### config.mk
export PLATFORM = sky130hd
export DESIGN_NAME = cdmg_fifo
export DESIGN_NICKNAME = d
export VERILOG_FILES = /design/src/cdmg_pkg.sv /design/src/cdmg_fifo.sv
export SDC_FILE = /design/constraint.sdc
export NUM_CORES = 1
export LEC_CHECK = 0
export BUFFER_PORTS_ARGS = -buffer_cell sky130_fd_sc_hd__buf_2
export CORE_ASPECT_RATIO = 0.6
export CORE_MARGIN = 2
export CORE_UTILIZATION = 65
export CTS_BUF_LIST = sky130_fd_sc_hd__clkbuf_4
export DETAILED_ROUTE_END_ITERATION = 6
export PLACE_DENSITY = 0.84
export SYNTH_ARGS = -nofsm -noshare
export SYNTH_HDL_FRONTEND = slang
export SYNTH_SLANG_ARGS = --single-unit
### constraint.sdc
create_clock -name clk -period 3.9 [get_ports clk]
set_input_delay 0.39 -clock clk [delete_from_list [all_inputs] [get_ports clk]]
set_output_delay 0.39 -clock clk [all_outputs]
set_load 0.02 [all_outputs]
### src/cdmg_pkg.sv
// ----------------------------------------------------------------------------
// cdmg_pkg: shared types and constants
// Widths, register indexes and beat structs for the cubic distortion map
// generator.
// ----------------------------------------------------------------------------
package cdmg_pkg;

  localparam int MAX_DIM   = 4096;
  localparam int FRAC_BITS = 8;

  localparam int CFG_W   = 64;
  localparam int DIM_W   = 13;
  localparam int PIX_W   = 12;
  localparam int COORD_W = PIX_W + 2;
  localparam int SQ_W    = 2 * COORD_W;
  localparam int CUBE_W  = 3 * COORD_W;
  localparam int COEF_W  = 32;
  localparam int LO_SHIFT = COEF_W / 2;
  localparam int OUT_W   = 24;

  localparam int HI_PROD_W = LO_SHIFT + CUBE_W;
  localparam int LO_PROD_W = LO_SHIFT + 1 + CUBE_W;
  localparam int SQ_PROD_W = COEF_W + SQ_W;
  localparam int SUM_W     = 64;
  localparam int ACC_W     = SUM_W + LO_SHIFT;
  localparam int RND_SHIFT = 48 - FRAC_BITS;
  localparam int RND_W     = ACC_W - RND_SHIFT;

  localparam int MID_DEPTH = 5;
  localparam int OUT_DEPTH = 8;

  typedef enum logic [2:0] {
    REG_IMAGE_WIDTH  = 3'd0,
    REG_IMAGE_HEIGHT = 3'd1,
    REG_COEF_CUBE_X  = 3'd2,
    REG_COEF_CUBE_Y  = 3'd3,
    REG_COEF_X_YSQ   = 3'd4,
    REG_COEF_XSQ_Y   = 3'd5,
    REG_COEF_SQ_X    = 3'd6,
    REG_COEF_SQ_Y    = 3'd7
  } reg_index_t;

  typedef struct packed {
    logic [PIX_W-1:0] pixel_row;
    logic [PIX_W-1:0] pixel_col;
  } pixel_t;

  typedef struct packed {
    logic signed [OUT_W-1:0] source_x;
    logic signed [OUT_W-1:0] source_y;
    logic                    saturated;
  } result_t;

  typedef struct packed {
    logic signed [COEF_W-1:0] cube_x;
    logic signed [COEF_W-1:0] cube_y;
    logic signed [COEF_W-1:0] x_ysq;
    logic signed [COEF_W-1:0] xsq_y;
    logic signed [COEF_W-1:0] square_x;
    logic signed [COEF_W-1:0] square_y;
  } coef_set_t;

  typedef struct packed {
    logic signed [CUBE_W-1:0] cube_x;
    logic signed [CUBE_W-1:0] cube_y;
    logic signed [CUBE_W-1:0] x_ysq;
    logic signed [CUBE_W-1:0] xsq_y;
    logic signed [SQ_W-1:0]   square_x;
    logic signed [SQ_W-1:0]   square_y;
  } mono_t;

  typedef struct packed {
    mono_t            mono;
    logic [PIX_W-1:0] row;
    logic [PIX_W-1:0] col;
  } mid_item_t;

endpackage

### src/cdmg_fifo.sv
// ----------------------------------------------------------------------------
// cdmg_fifo: small register queue
// Circular buffer with fall-through read; the writer is credit controlled,
// so no full flag is produced.
// ----------------------------------------------------------------------------
module cdmg_fifo #(
  parameter int WIDTH = 8,
  parameter int DEPTH = cdmg_pkg::MID_DEPTH
) (
  input  logic             clk,
  input  logic             rst,
  input  logic             wr_en,
  input  logic [WIDTH-1:0] wr_data,
  input  logic             rd_en,
  output logic [WIDTH-1:0] rd_data,
  output logic             empty
);

  localparam int AW = (DEPTH > 1) ? $clog2(DEPTH) : 1;
  localparam int CW = $clog2(DEPTH + 1);

  logic [WIDTH-1:0] mem [DEPTH];
  logic [AW-1:0]    wr_ptr;
  logic [AW-1:0]    rd_ptr;
  logic [CW-1:0]    count;

  always_ff @(posedge clk) begin
    if (wr_en) begin
      mem[wr_ptr] <= wr_data;
    end
  end

  always_ff @(posedge clk) begin
    if (rst) begin
      wr_ptr <= '0;
      rd_ptr <= '0;
      count  <= '0;
    end else begin
      if (wr_en) begin
        wr_ptr <= (wr_ptr == AW'(DEPTH - 1)) ? '0 : wr_ptr + AW'(1);
      end
      if (rd_en) begin
        rd_ptr <= (rd_ptr == AW'(DEPTH - 1)) ? '0 : rd_ptr + AW'(1);
      end
      count <= count + CW'(wr_en) - CW'(rd_en);
    end
  end

  assign rd_data = mem[rd_ptr];
  assign empty   = (count == '0);

endmodule

; Yosys cells after proc, flatten, opt, wreduce, memory -nomap -nowiden
; Memory sizes are Yosys's and may differ from the RTL's. A register that Yosys moved wholly into a read port is not among the register bits.
; Cells that the tools add are included.
[word_totals]
regBits = 9
ramBits = 40
out_inout_bits = 9
elab_cells = 17
n_memories = 1
[classes]
add_sub_neg = 4
eq_ne = 2
n_mux = 6
n_reduce_logical = 1
[mem_list]
columns = memory, depth, width, read_ports, rd_clocked_by_memory_dff, write_ports, line
row1 = mem, 5, 8, 1, 1, 1, cdmg_fifo.sv:22  ; logic [WIDTH-1:0] mem [DEPTH];
[ops]
columns = cell, n
row1 = two-way mux 3 bit, 4
row2 = adder 3 x 1 -> 3 bit (second input constant), 2
row3 = equality test 3 bit (second input constant), 2
row4 = adder 3 x 1 -> 3 bit, 1
row5 = logical NOT 3 bit, 1
row6 = subtractor 3 x 1 -> 3 bit, 1
row7 = two-way mux 1 bit, 2

; Longest topological paths before layout
[depth]
depth_word = 4
mapped_depth = 8

; Least setup slack after synthesis
; No wires, ideal clock.
[synth_timing]
path_type = input-to-reg
startpoint = input port rd_en
endpoint = register count[2]
setup_ns = 0.126
t_arrival_ns = 1.557
required_ns = 3.774
setup_slack_ns = 2.217
path_stages = 7
path_cell_list = ha_1 -> inv_1 -> ha_1 -> fa_1 -> xnor2_1 -> xnor2_1 -> nor2_1
[synth_via]
elab_chain_len = 1
[synth_rtl]
columns = item, line
row1 = from (decl), cdmg_fifo.sv:14  ; input logic rd_en,
row2 = subtractor 3 x 1 -> 3 bit, cdmg_fifo.sv:45  ; count <= count + CW'(wr_en) - CW'(rd_en);
row3 = to (signal assigned), cdmg_fifo.sv:45
row4 = to (decl), cdmg_fifo.sv:25  ; logic [CW-1:0] count;
; No other way between the ends.
; A chain may end at the register's enable or synchronous reset.

==> results.cfg <==
[synthesis]
synth_nets = 165
ys_async_sr_fraction_pct = 0
synth_enable_flop_cells = 40
yosys_warnings = 0
syn_inst = 146
syn_area_per_cell_um2 = 14.53
yosysUniqueCellTypes = 27
synth_flop_cell = edfxtp_1
seq_area_frac_synth_pct = 67.92
ys_seq_elements = 52
synth_area_um2 = 2122

[timing]
rsz0062_at_grt = no
fin_crit_ns = 2.477
fin_skew_ns = 0.01043
slew_headroom_pct = 39.12
tns_ns = 0
setup_violations = 0
slew_violations = 0
tightest_slew_ns = 0.9120
hold_viol = 0
timing.fmax_ghz = 0.4037
timing.final.crit_share_pct = 63.51

[drt]
drc = 0
routedWlPerCell_um = 16.67
routed_wl_um = 3618
dr.pass1.iters = 4
drt-initial-drc-count = 68
postRouteAntennaNets = 0
viasPerCell = 5.585
vias = 1212

[floorplan]
core_area_um2 = 3183
num_rows = 16
dieHeight_um = 48.26
pin_count = 21
die_area_um2 = 3753
start_util_pct = 66.67
die_x_um = 77.77

[grt]
grt_max_degree = 25
grt_pass1_wl_um = 5375
antenna_found_initial = 0
grt_pass1_vias = 1148
grt_use_total_pct = 20.64
grt_overflow_total = 0

[clock_tree]
ctsLongestPathBuffers = 2
cts-root-buf = clkbuf_4
cts_hold_buf = 0
clk_pin_slew_ns = 0.14
cts_resized = 0
htree_levels = 2
cts_inserted_buffers = 5
clock_sinks = 52
cts_tree = yes
clkLatencyLatePin_ns = 0.36
cts_setup_buffers = 0

[status]
status = completed

[worst_hold_path]
hold_class = primary input to flop
hp-start = wr_data[6]

[power]
p_clk_share_pct = 27.7
internal_power_w = 0.0008379
power_w = 0.001097
combPwrFrac_pct = 13.7
power.leakage_nw = 0.8696
peakVddDrop_uv = 282.4
p_sw_w = 0.0002596
power_density_nw_per_um2 = 469.3
switching_share_pct = 23.65
p_seq_share_pct = 58.7

[placed_design]
gp_congestion = 0.7531
port_buffers = 20
dpl.hpwl_um = 2482

[setup_path]
rr_startpoint = count[0]
cp_max_fo = 24
cp-start-kind = flop
critPathCaptureType = output port
cp.arrival_ns = 2.09
worstPathRequired_ns = 3.51
crit_type = flop to output port

[cells_and_area]
drive_gt1_share_pct = 21.51
final_common_cell = edfxtp_1
syn2layout_area_growth_pct = 10.20
antennaDiodeCount = 0
mostFrequentLayoutCells = edfxtp_1 (40), buf_2 (20), inv_1 (16), dfxtp_1 (12), mux2i_1 (10)
final_nets = 190

[run]
maxCapViolations = 0
==> cells in the mapped netlist, types with 2 or more instances <==
cell / count / share of area, %
nand2_1: 3 / 0.53
mux2i_1: 10 / 4.7
o21ai_0: 2 / 0.47
a211oi_1: 7 / 2.5
edfxtp_1: 40 / 57
and2b_4: 4 / 1.9
nand2b_1: 4 / 1.2
nor2_1: 7 / 1.2
xnor2_1: 2 / 0.83
nor2b_1: 7 / 2.1
a221oi_1: 7 / 2.9
ha_1: 6 / 3.5
buf_6: 3 / 1.6
inv_1: 16 / 2.8
a21oi_1: 3 / 0.71
nor3_1: 3 / 0.71
dfxtp_1: 12 / 11
==> path summary, 6_finish.rpt <==
| check | cells after the start | slack (ns) | endpoint |
|---|---|---|---|
| max | 3 | 1.42 | rd_data[3] |
| min | 1 | 0.25 | mem[4][6] |
| max reg2reg | 8 | 2.06 | count[2] |
| min reg2reg | 2 | 0.51 | rd_ptr[2] |
==> final cells by class <==
cell class	count	area (um^2)
well taps	45	56.30
multi-input cells	73	575.6
clock buffers	7	52.55
repair buffers	23	122.6
clock inverters	1	30.03
flip-flops and latches	52	1441
fillers	195	844.6
inverters	16	60.06
==> cell families (layout without fill, tap and decap cells) <==
| kind of cell | after synthesis | after routing | synth area share (%) |
|---|---|---|---|
| AOI/OAI and AO/OA | 23 | 23 | 8.549 |
| xor gates and xnor gates | 2 | 2 | 0.8256 |
| adders and majority gates | 7 | 7 | 4.481 |
| buffers and inverters | 21 | 47 | 4.953 |
| DFF | 52 | 52 | 67.92 |
| muxes | 10 | 10 | 4.717 |
| and+or+nand+nor | 31 | 31 | 8.549 |
==> layer usage <==
metal	up-vias	routed length (um)	global-route usage [%]
met4	0	75	12.86
met5	-	0	0
met3	8	137	6.111
met2	22	1726	36.38
li1	580	-	-
met1	602	1678	23.75
==> metrics by stage <==
stage,cells,cell area (um^2),utilization (%),hold slack (ns),setup slack (ns)
after floorplan,146,2122,-,0.4540,2.217
after global placement,209,2256,70.87,0.4721,1.884
after detailed placement,209,2256,70.87,0.5030,1.792
after CTS,217,2338,73.47,0.2322,1.366
after global routing,217,2338,73.47,0.2226,1.217
final,217,2338,73.47,0.2487,1.423
==> power groups by stage <==
stage                     logic [W]  registers, W  clock network (W)
final                      0.000150      0.000644           0.000304
after global routing       0.000164      0.000647           0.000330
after CTS                  0.000150      0.000644           0.000309
after detailed placement   0.000147      0.000656                  0
after global placement     0.000137      0.000653                  0
after floorplan            0.000109      0.000647                  0
==> sequential cells by signal (all words and copies together) (netlist names), named ones only <==
signal and flops:
wr_ptr 3, count 3, rd_ptr 3, mem 40
==> critical path: stages, from the launching register on <==
cell	delay [ns]
dfxtp_1	0.94
mux2i_1	0.22
a221oi_1	0.34
buf_2	0.23
Note: power is estimated with default switching activity, not from simulation.
