<file path="config.mk">
export PLATFORM = sky130hd
export DESIGN_NAME = cdmg_front
export DESIGN_NICKNAME = d
export VERILOG_FILES = /design/src/cdmg_pkg.sv /design/src/cdmg_front.sv
export SDC_FILE = /design/constraint.sdc
export NUM_CORES = 2
export LEC_CHECK = 0
export BUFFER_PORTS_ARGS = -buffer_cell sky130_fd_sc_hd__buf_4
export CORE_ASPECT_RATIO = 0.9
export CORE_UTILIZATION = 50
export CTS_CLUSTER_DIAMETER = 80
export DETAILED_ROUTE_END_ITERATION = 7
export HOLD_SLACK_MARGIN = 0.05
export PLACE_DENSITY = 0.67
export REMOVE_ABC_BUFFERS = 1
export SYNTH_ARGS = -nofsm -noshare
export SYNTH_HDL_FRONTEND = slang
export SYNTH_SLANG_ARGS = --single-unit
</file>
<file path="constraint.sdc">
create_clock -name clk -period 8.5 [get_ports clk]
set_clock_uncertainty 0.2 [all_clocks]
set_input_delay 2.125 -clock clk [delete_from_list [all_inputs] [get_ports clk]]
set_output_delay 2.125 -clock clk [all_outputs]
set_load 0.01 [all_outputs]
</file>
<file path="src/cdmg_pkg.sv">
// ----------------------------------------------------------------------------
// cdmg_pkg: shared types and constants
// Widths, register indexes and beat structs for the cubic distortion map
// generator.
// ----------------------------------------------------------------------------
package cdmg_pkg;

  localparam int MAX_DIM   = 4096;
  localparam int FRAC_BITS = 8;

  localparam int CFG_W   = 64;
  localparam int DIM_W   = 13;
  localparam int PIX_W   = 12;
  localparam int COORD_W = PIX_W + 2;
  localparam int SQ_W    = 2 * COORD_W;
  localparam int CUBE_W  = 3 * COORD_W;
  localparam int COEF_W  = 32;
  localparam int LO_SHIFT = COEF_W / 2;
  localparam int OUT_W   = 24;

  localparam int HI_PROD_W = LO_SHIFT + CUBE_W;
  localparam int LO_PROD_W = LO_SHIFT + 1 + CUBE_W;
  localparam int SQ_PROD_W = COEF_W + SQ_W;
  localparam int SUM_W     = 64;
  localparam int ACC_W     = SUM_W + LO_SHIFT;
  localparam int RND_SHIFT = 48 - FRAC_BITS;
  localparam int RND_W     = ACC_W - RND_SHIFT;

  localparam int MID_DEPTH = 5;
  localparam int OUT_DEPTH = 8;

  typedef enum logic [2:0] {
    REG_IMAGE_WIDTH  = 3'd0,
    REG_IMAGE_HEIGHT = 3'd1,
    REG_COEF_CUBE_X  = 3'd2,
    REG_COEF_CUBE_Y  = 3'd3,
    REG_COEF_X_YSQ   = 3'd4,
    REG_COEF_XSQ_Y   = 3'd5,
    REG_COEF_SQ_X    = 3'd6,
    REG_COEF_SQ_Y    = 3'd7
  } reg_index_t;

  typedef struct packed {
    logic [PIX_W-1:0] pixel_row;
    logic [PIX_W-1:0] pixel_col;
  } pixel_t;

  typedef struct packed {
    logic signed [OUT_W-1:0] source_x;
    logic signed [OUT_W-1:0] source_y;
    logic                    saturated;
  } result_t;

  typedef struct packed {
    logic signed [COEF_W-1:0] cube_x;
    logic signed [COEF_W-1:0] cube_y;
    logic signed [COEF_W-1:0] x_ysq;
    logic signed [COEF_W-1:0] xsq_y;
    logic signed [COEF_W-1:0] square_x;
    logic signed [COEF_W-1:0] square_y;
  } coef_set_t;

  typedef struct packed {
    logic signed [CUBE_W-1:0] cube_x;
    logic signed [CUBE_W-1:0] cube_y;
    logic signed [CUBE_W-1:0] x_ysq;
    logic signed [CUBE_W-1:0] xsq_y;
    logic signed [SQ_W-1:0]   square_x;
    logic signed [SQ_W-1:0]   square_y;
  } mono_t;

  typedef struct packed {
    mono_t            mono;
    logic [PIX_W-1:0] row;
    logic [PIX_W-1:0] col;
  } mid_item_t;

endpackage

</file>
<file path="src/cdmg_front.sv">
// ----------------------------------------------------------------------------
// cdmg_front: centring and monomial stages
// Three stages: centre on the midpoint, square, then the cubic and mixed
// terms.
// ----------------------------------------------------------------------------
module cdmg_front (
  input  logic                         clk,
  input  logic                         rst,
  input  logic                         in_valid,
  input  cdmg_pkg::pixel_t             pixel,
  input  logic [cdmg_pkg::PIX_W-1:0]   half_width,
  input  logic [cdmg_pkg::PIX_W-1:0]   half_height,
  output logic                         out_valid,
  output cdmg_pkg::mid_item_t          out_item
);

  logic                                valid1;
  logic                                valid2;
  logic signed [cdmg_pkg::COORD_W-1:0] x1;
  logic signed [cdmg_pkg::COORD_W-1:0] y1;
  logic [cdmg_pkg::PIX_W-1:0]          row1;
  logic [cdmg_pkg::PIX_W-1:0]          col1;
  logic signed [cdmg_pkg::COORD_W-1:0] x2;
  logic signed [cdmg_pkg::COORD_W-1:0] y2;
  logic signed [cdmg_pkg::SQ_W-1:0]    xx2;
  logic signed [cdmg_pkg::SQ_W-1:0]    yy2;
  logic [cdmg_pkg::PIX_W-1:0]          row2;
  logic [cdmg_pkg::PIX_W-1:0]          col2;

  always_ff @(posedge clk) begin
    if (rst) begin
      valid1    <= 1'b0;
      valid2    <= 1'b0;
      out_valid <= 1'b0;
    end else begin
      valid1    <= in_valid;
      valid2    <= valid1;
      out_valid <= valid2;
    end
  end

  always_ff @(posedge clk) begin
    x1   <= cdmg_pkg::COORD_W'(pixel.pixel_col) - cdmg_pkg::COORD_W'(half_width);
    y1   <= cdmg_pkg::COORD_W'(pixel.pixel_row) - cdmg_pkg::COORD_W'(half_height);
    row1 <= pixel.pixel_row;
    col1 <= pixel.pixel_col;

    xx2  <= x1 * x1;
    yy2  <= y1 * y1;
    x2   <= x1;
    y2   <= y1;
    row2 <= row1;
    col2 <= col1;

    out_item.mono.cube_x   <= xx2 * x2;
    out_item.mono.cube_y   <= yy2 * y2;
    out_item.mono.x_ysq    <= yy2 * x2;
    out_item.mono.xsq_y    <= xx2 * y2;
    out_item.mono.square_x <= xx2;
    out_item.mono.square_y <= yy2;
    out_item.row           <= row2;
    out_item.col           <= col2;
  end

endmodule

</file>
Word level (Yosys, flattened, before mapping)

Index checks and enable logic that the tools add are counted.

Add/sub/neg operators: 2
$mul: 6
Div/mod/pow operators: 0
$lt $le $gt $ge: 0
Eq/ne operators: 0
Shift-type cells: 0
Muxes and demuxes: 0
Bitwise gates (word level): 0
Reduce and logical (&&, ||, !) cells: 0

Operators with widths:

| kind                         | count |
|---|---|
| multiplier 26 x 13 -> 39 bit | 4 |
| multiplier 13 x 13 -> 26 bit | 2 |
| subtractor 12 x 12 -> 13 bit | 2 |

Flip-flop bits (word level): 399
Bits in latches: 0
Memory bits (writable): 0
Bits in read-only memories: 0
Bits of input ports: 51
Output and inout bits: 249
Logic and storage cells: 29
Memories kept: 0

Logic depth before layout (Yosys ltp)

Depth after elaboration: 1
Depth in mapped cells: 25
Depth with buffers taken out: 23

Least setup slack after synthesis

Ideal clock, no wire load.

Path kind: flip-flop to flip-flop
From: reg x2[4] (netlist name)
To: reg out_item[153] (netlist name)
Setup time: 0.121 ns
Arrival: 5.918 ns
Data required time: 8.179 ns
Slack: 2.261 ns
Cell stages (with the launch flop): 21
Buffers on the path: 2
Clock period less this slack: 6.239 ns
Path through: dfxtp_1 -> clkbuf_1 -> clkbuf_1 -> nand2_1 -> fa_1 -> fa_1 -> fa_1 -> inv_1 -> fa_1 -> inv_1 -> fa_1 -> inv_1 -> fa_1 -> ha_1 -> a2111oi_1 -> a21oi_1 -> o311a_1 -> a221oi_4 -> nor2_1 -> o41a_1 -> xor2_1

Cells in the longest elaborated chain, start to end: 1

Ends and longest elaborated chain:

| what                         | RTL line         | RTL |
|---|---|---|
| from (decl)                  | cdmg_front.sv:23 | `logic signed [cdmg_pkg::COORD_W-1:0] x2;` |
| from (signal assigned)       | cdmg_front.sv:50 | `x2 <= x1;` |
| multiplier 26 x 13 -> 39 bit | cdmg_front.sv:57 | `out_item.mono.x_ysq <= yy2 * x2;` |
| to (decl)                    | cdmg_front.sv:14 | `output cdmg_pkg::mid_item_t out_item` |

Every way passes these cells.
A chain may end at the register's enable or synchronous reset.

Worst setup path in the final report

From: reg y2[3] (netlist name)
To: reg out_item[196] (netlist name)

Cells in the longest elaborated chain, start to end: 1

Ends and longest elaborated chain:

| what                         | RTL line         | RTL |
|---|---|---|
| from (decl)                  | cdmg_front.sv:24 | `logic signed [cdmg_pkg::COORD_W-1:0] y2;` |
| from (signal assigned)       | cdmg_front.sv:51 | `y2 <= y1;` |
| multiplier 26 x 13 -> 39 bit | cdmg_front.sv:56 | `out_item.mono.cube_y <= yy2 * y2;` |

Every way passes these cells.

==> impl_results.md <==
* Slowest cell on the critical path: dfxtp_2
* Clock Path Buffers at 3
* Die height at ~340 um
* CP arrival at 7.71 ns
* CP most frequent cell: fa_1
* Rows at 124
* Period Utilization, post-route at between 80% and 90%
* Fin nets at between 8,000 and 9,000
* Initial Util at 50.7%
* Initial antenna violation count at 4
* Share of cells above drive strength 1 at roughly 7.6%
* Detail Route Antenna Nets at 0
* FF/Latch Area at 7590 um^2
* Syn avg cell area at 9.63 um^2
* Final setup viols at 0
* Final setup TNS at 0 ns
* Root Buffer: clkbuf_16
* DRC errors left at 0
* Crit-path max FO at 32
* DRT iter0 DRCs at 2,753
* Gr ovfl total at 0
* Die area at 131,000 um^2
* Post-layout minimum cycle time at 7.43 ns
* Largest net degree at the start of global routing at 43
* Fill cells at 11,400
* Worst-margin pin slew at roughly 1.3 ns
* H-tree depth at 2
* Max-slew headroom at 10.5%
* CP Cell Sequence: buf_4 -> nand2_1 -> fa_1 -> inv_1 -> fa_1 -> fa_1 -> fa_1 -> fa_1 -> ha_1 -> ha_1 -> nand4_1 -> nor4_1 -> o2111ai_1 -> nand3_1 -> o31a_1 -> a31oi_1 -> xnor2_1
* Cts repair resizes at 0
* CTS Buf Count at between 50 and 60
* CTS tree: done
* Sequential share of the synthesized area at 11.7%
* Setup bufs post-CTS at 0
* CP peak stage delay at around 0.65 ns
* Crit Path Class: reg2reg
* Most common cell after layout, fill and taps aside: fa_1
* GRT Total Usage at 24.7%
* Cells after synthesis at roughly 6,700
* Top_reg_cell synth: dfxtp_1
* Yosys cell types at 70
* Most frequent cells in the layout: 1,488 x fa_1, 1,435 x inv_1, 899 x nand2_1, 546 x ha_1, 535 x and2_1
* Number of global-route vias before repair at roughly 50,000
* Max Clock Freq at 0.135 GHz
* Crit. End Element: flip-flop
* GPL Wtd Cong at 0.920
* Yosys warnings at 0
* IO buf count at 297
* Final hold violations at 0
* Async set-reset flop share out of synthesis at 0%
* CTS clk-pin slew, worst paths at 0.07 ns
* CTS Sinks at between 300 and 400
* Hpwl dp at 123 mm
* Worst Path Required at 8.79 ns
* Vias post-DR at 45,000
* Max-slew violations at 0
* EDFF count, synth at 0
* RSZ-0062 raised after global routing: no
* Maxcap violations at 0
* Area Growth Syn to Fin at 8.95%
* Critical path startpoint category: flip-flop
* CORE AREA at 128,000 um^2
* Chip width at 381 um
* Outcome: finished clean
* Vias per Instance at 5.21
* Yosys reg bits at about 380
* Mapped Area at 64,700 um^2
* Ports at 300
* Clk_lat worst skew at ~0.66 ns
* First-pass DRT Iterations at 8
* Hold buffer count at CTS at 0
* Multi-input gate area at 50,700 um^2
* Routed Wire Length at between 150 and 200 mm
* Class of the worst hold path: reg2reg
* Routed wire per std cell at 17.8 um
* First-pass GRT wire length at 255 mm
## worst max-delay path: cells and delay by family (launching register included)
family / cells / cell delay (ns)
compound gates: 3 / 0.77
buf+inv: 2 / 0.58
flops: 1 / 0.65
xor+xnor: 1 / 0.58
simple gates: 4 / 1.23
fa+ha+maj: 7 / 3.22
## worst paths after layout
check | startpoint | end | slack (ns) | cells past startpoint
setup / recovery | y2[3] | out_item[196] | 1.07 | 17
hold reg to reg | row2[10] | out_item[22] | 0.12 | 0
hold / removal | row2[10] | out_item[22] | 0.12 | 0
setup reg to reg | y2[3] | out_item[196] | 1.07 | 17
## flip-flops by register name, indices dropped and copies added (netlist names)
name       flops
col1          12
col2          12
out_item     227
out_valid      1
row1          12
row2          12
valid1         1
valid2         1
x1            13
x2            12
xx2           25
y1            13
y2            12
yy2           25
## layout make-up
class / count / share of cell area (%)
Multi-Input combinational cell: 4633 / 71.8
Sequential cell: 378 / 10.8
Inverter: 1437 / 7.65
Timing Repair Buffer: 392 / 4.17
Tap cell: 1701 / 3.02
Clock buffer: 57 / 1.90
Clock inverter: 39 / 0.658
Antenna cell: 4 / 0.0142
## layer usage
metal	GRT usage [%]	share of wire, %	up-vias
met2	39.7	46	1480
li1	-	-	20200
met4	6.79	2.6	0
met1	33.6	43	23100
met3	5.67	8.5	204
met5	0	0	-
## cell families (layout without fill, tap and decap cells)
group           after synthesis  in the layout  share of synthesized area [%]
flops                       378            378                           11.7
other cells                   2             30                         0.0116
xor+xnor                    218            218                           2.95
buf+inv                    1737           1925                           10.2
mux                           4              4                         0.0618
compound gates              489            489                           4.93
fa+ha+maj                  2034           2034                           56.6
simple gates               1862           1862                           13.6
## Yosys cell counts (all sizes together) (67+ instances only)
cell    instances  area share, %
a21o           67           0.78
a21oi         142            1.1
and2          535            5.2
clkbuf        276            1.6
dfxtp         378             12
fa           1488             46
ha            546             11
inv          1437            8.3
nand2         899            5.2
nor2          217            1.3
o21ai          95           0.73
xnor2         164            2.2
## per-stage QoR
stage                     utilization [%]  setup WS, ns  area, um^2  cells  hold slack (ns)
after floorplan                         -          1.85       63600   6448            0.110
after global placement               53.8          1.35       68700   8541            0.110
after detailed placement             53.8          1.28       68700   8541            0.113
after CTS                            55.2          1.22       70500   8637            0.124
after global routing                 55.2         0.757       70500   8637            0.130
final                                55.2          1.07       70500   8641            0.121
Power is left out: the tool's default activity adds up to more than one toggle a clock period on the data nets, which glitch-free logic cannot reach.
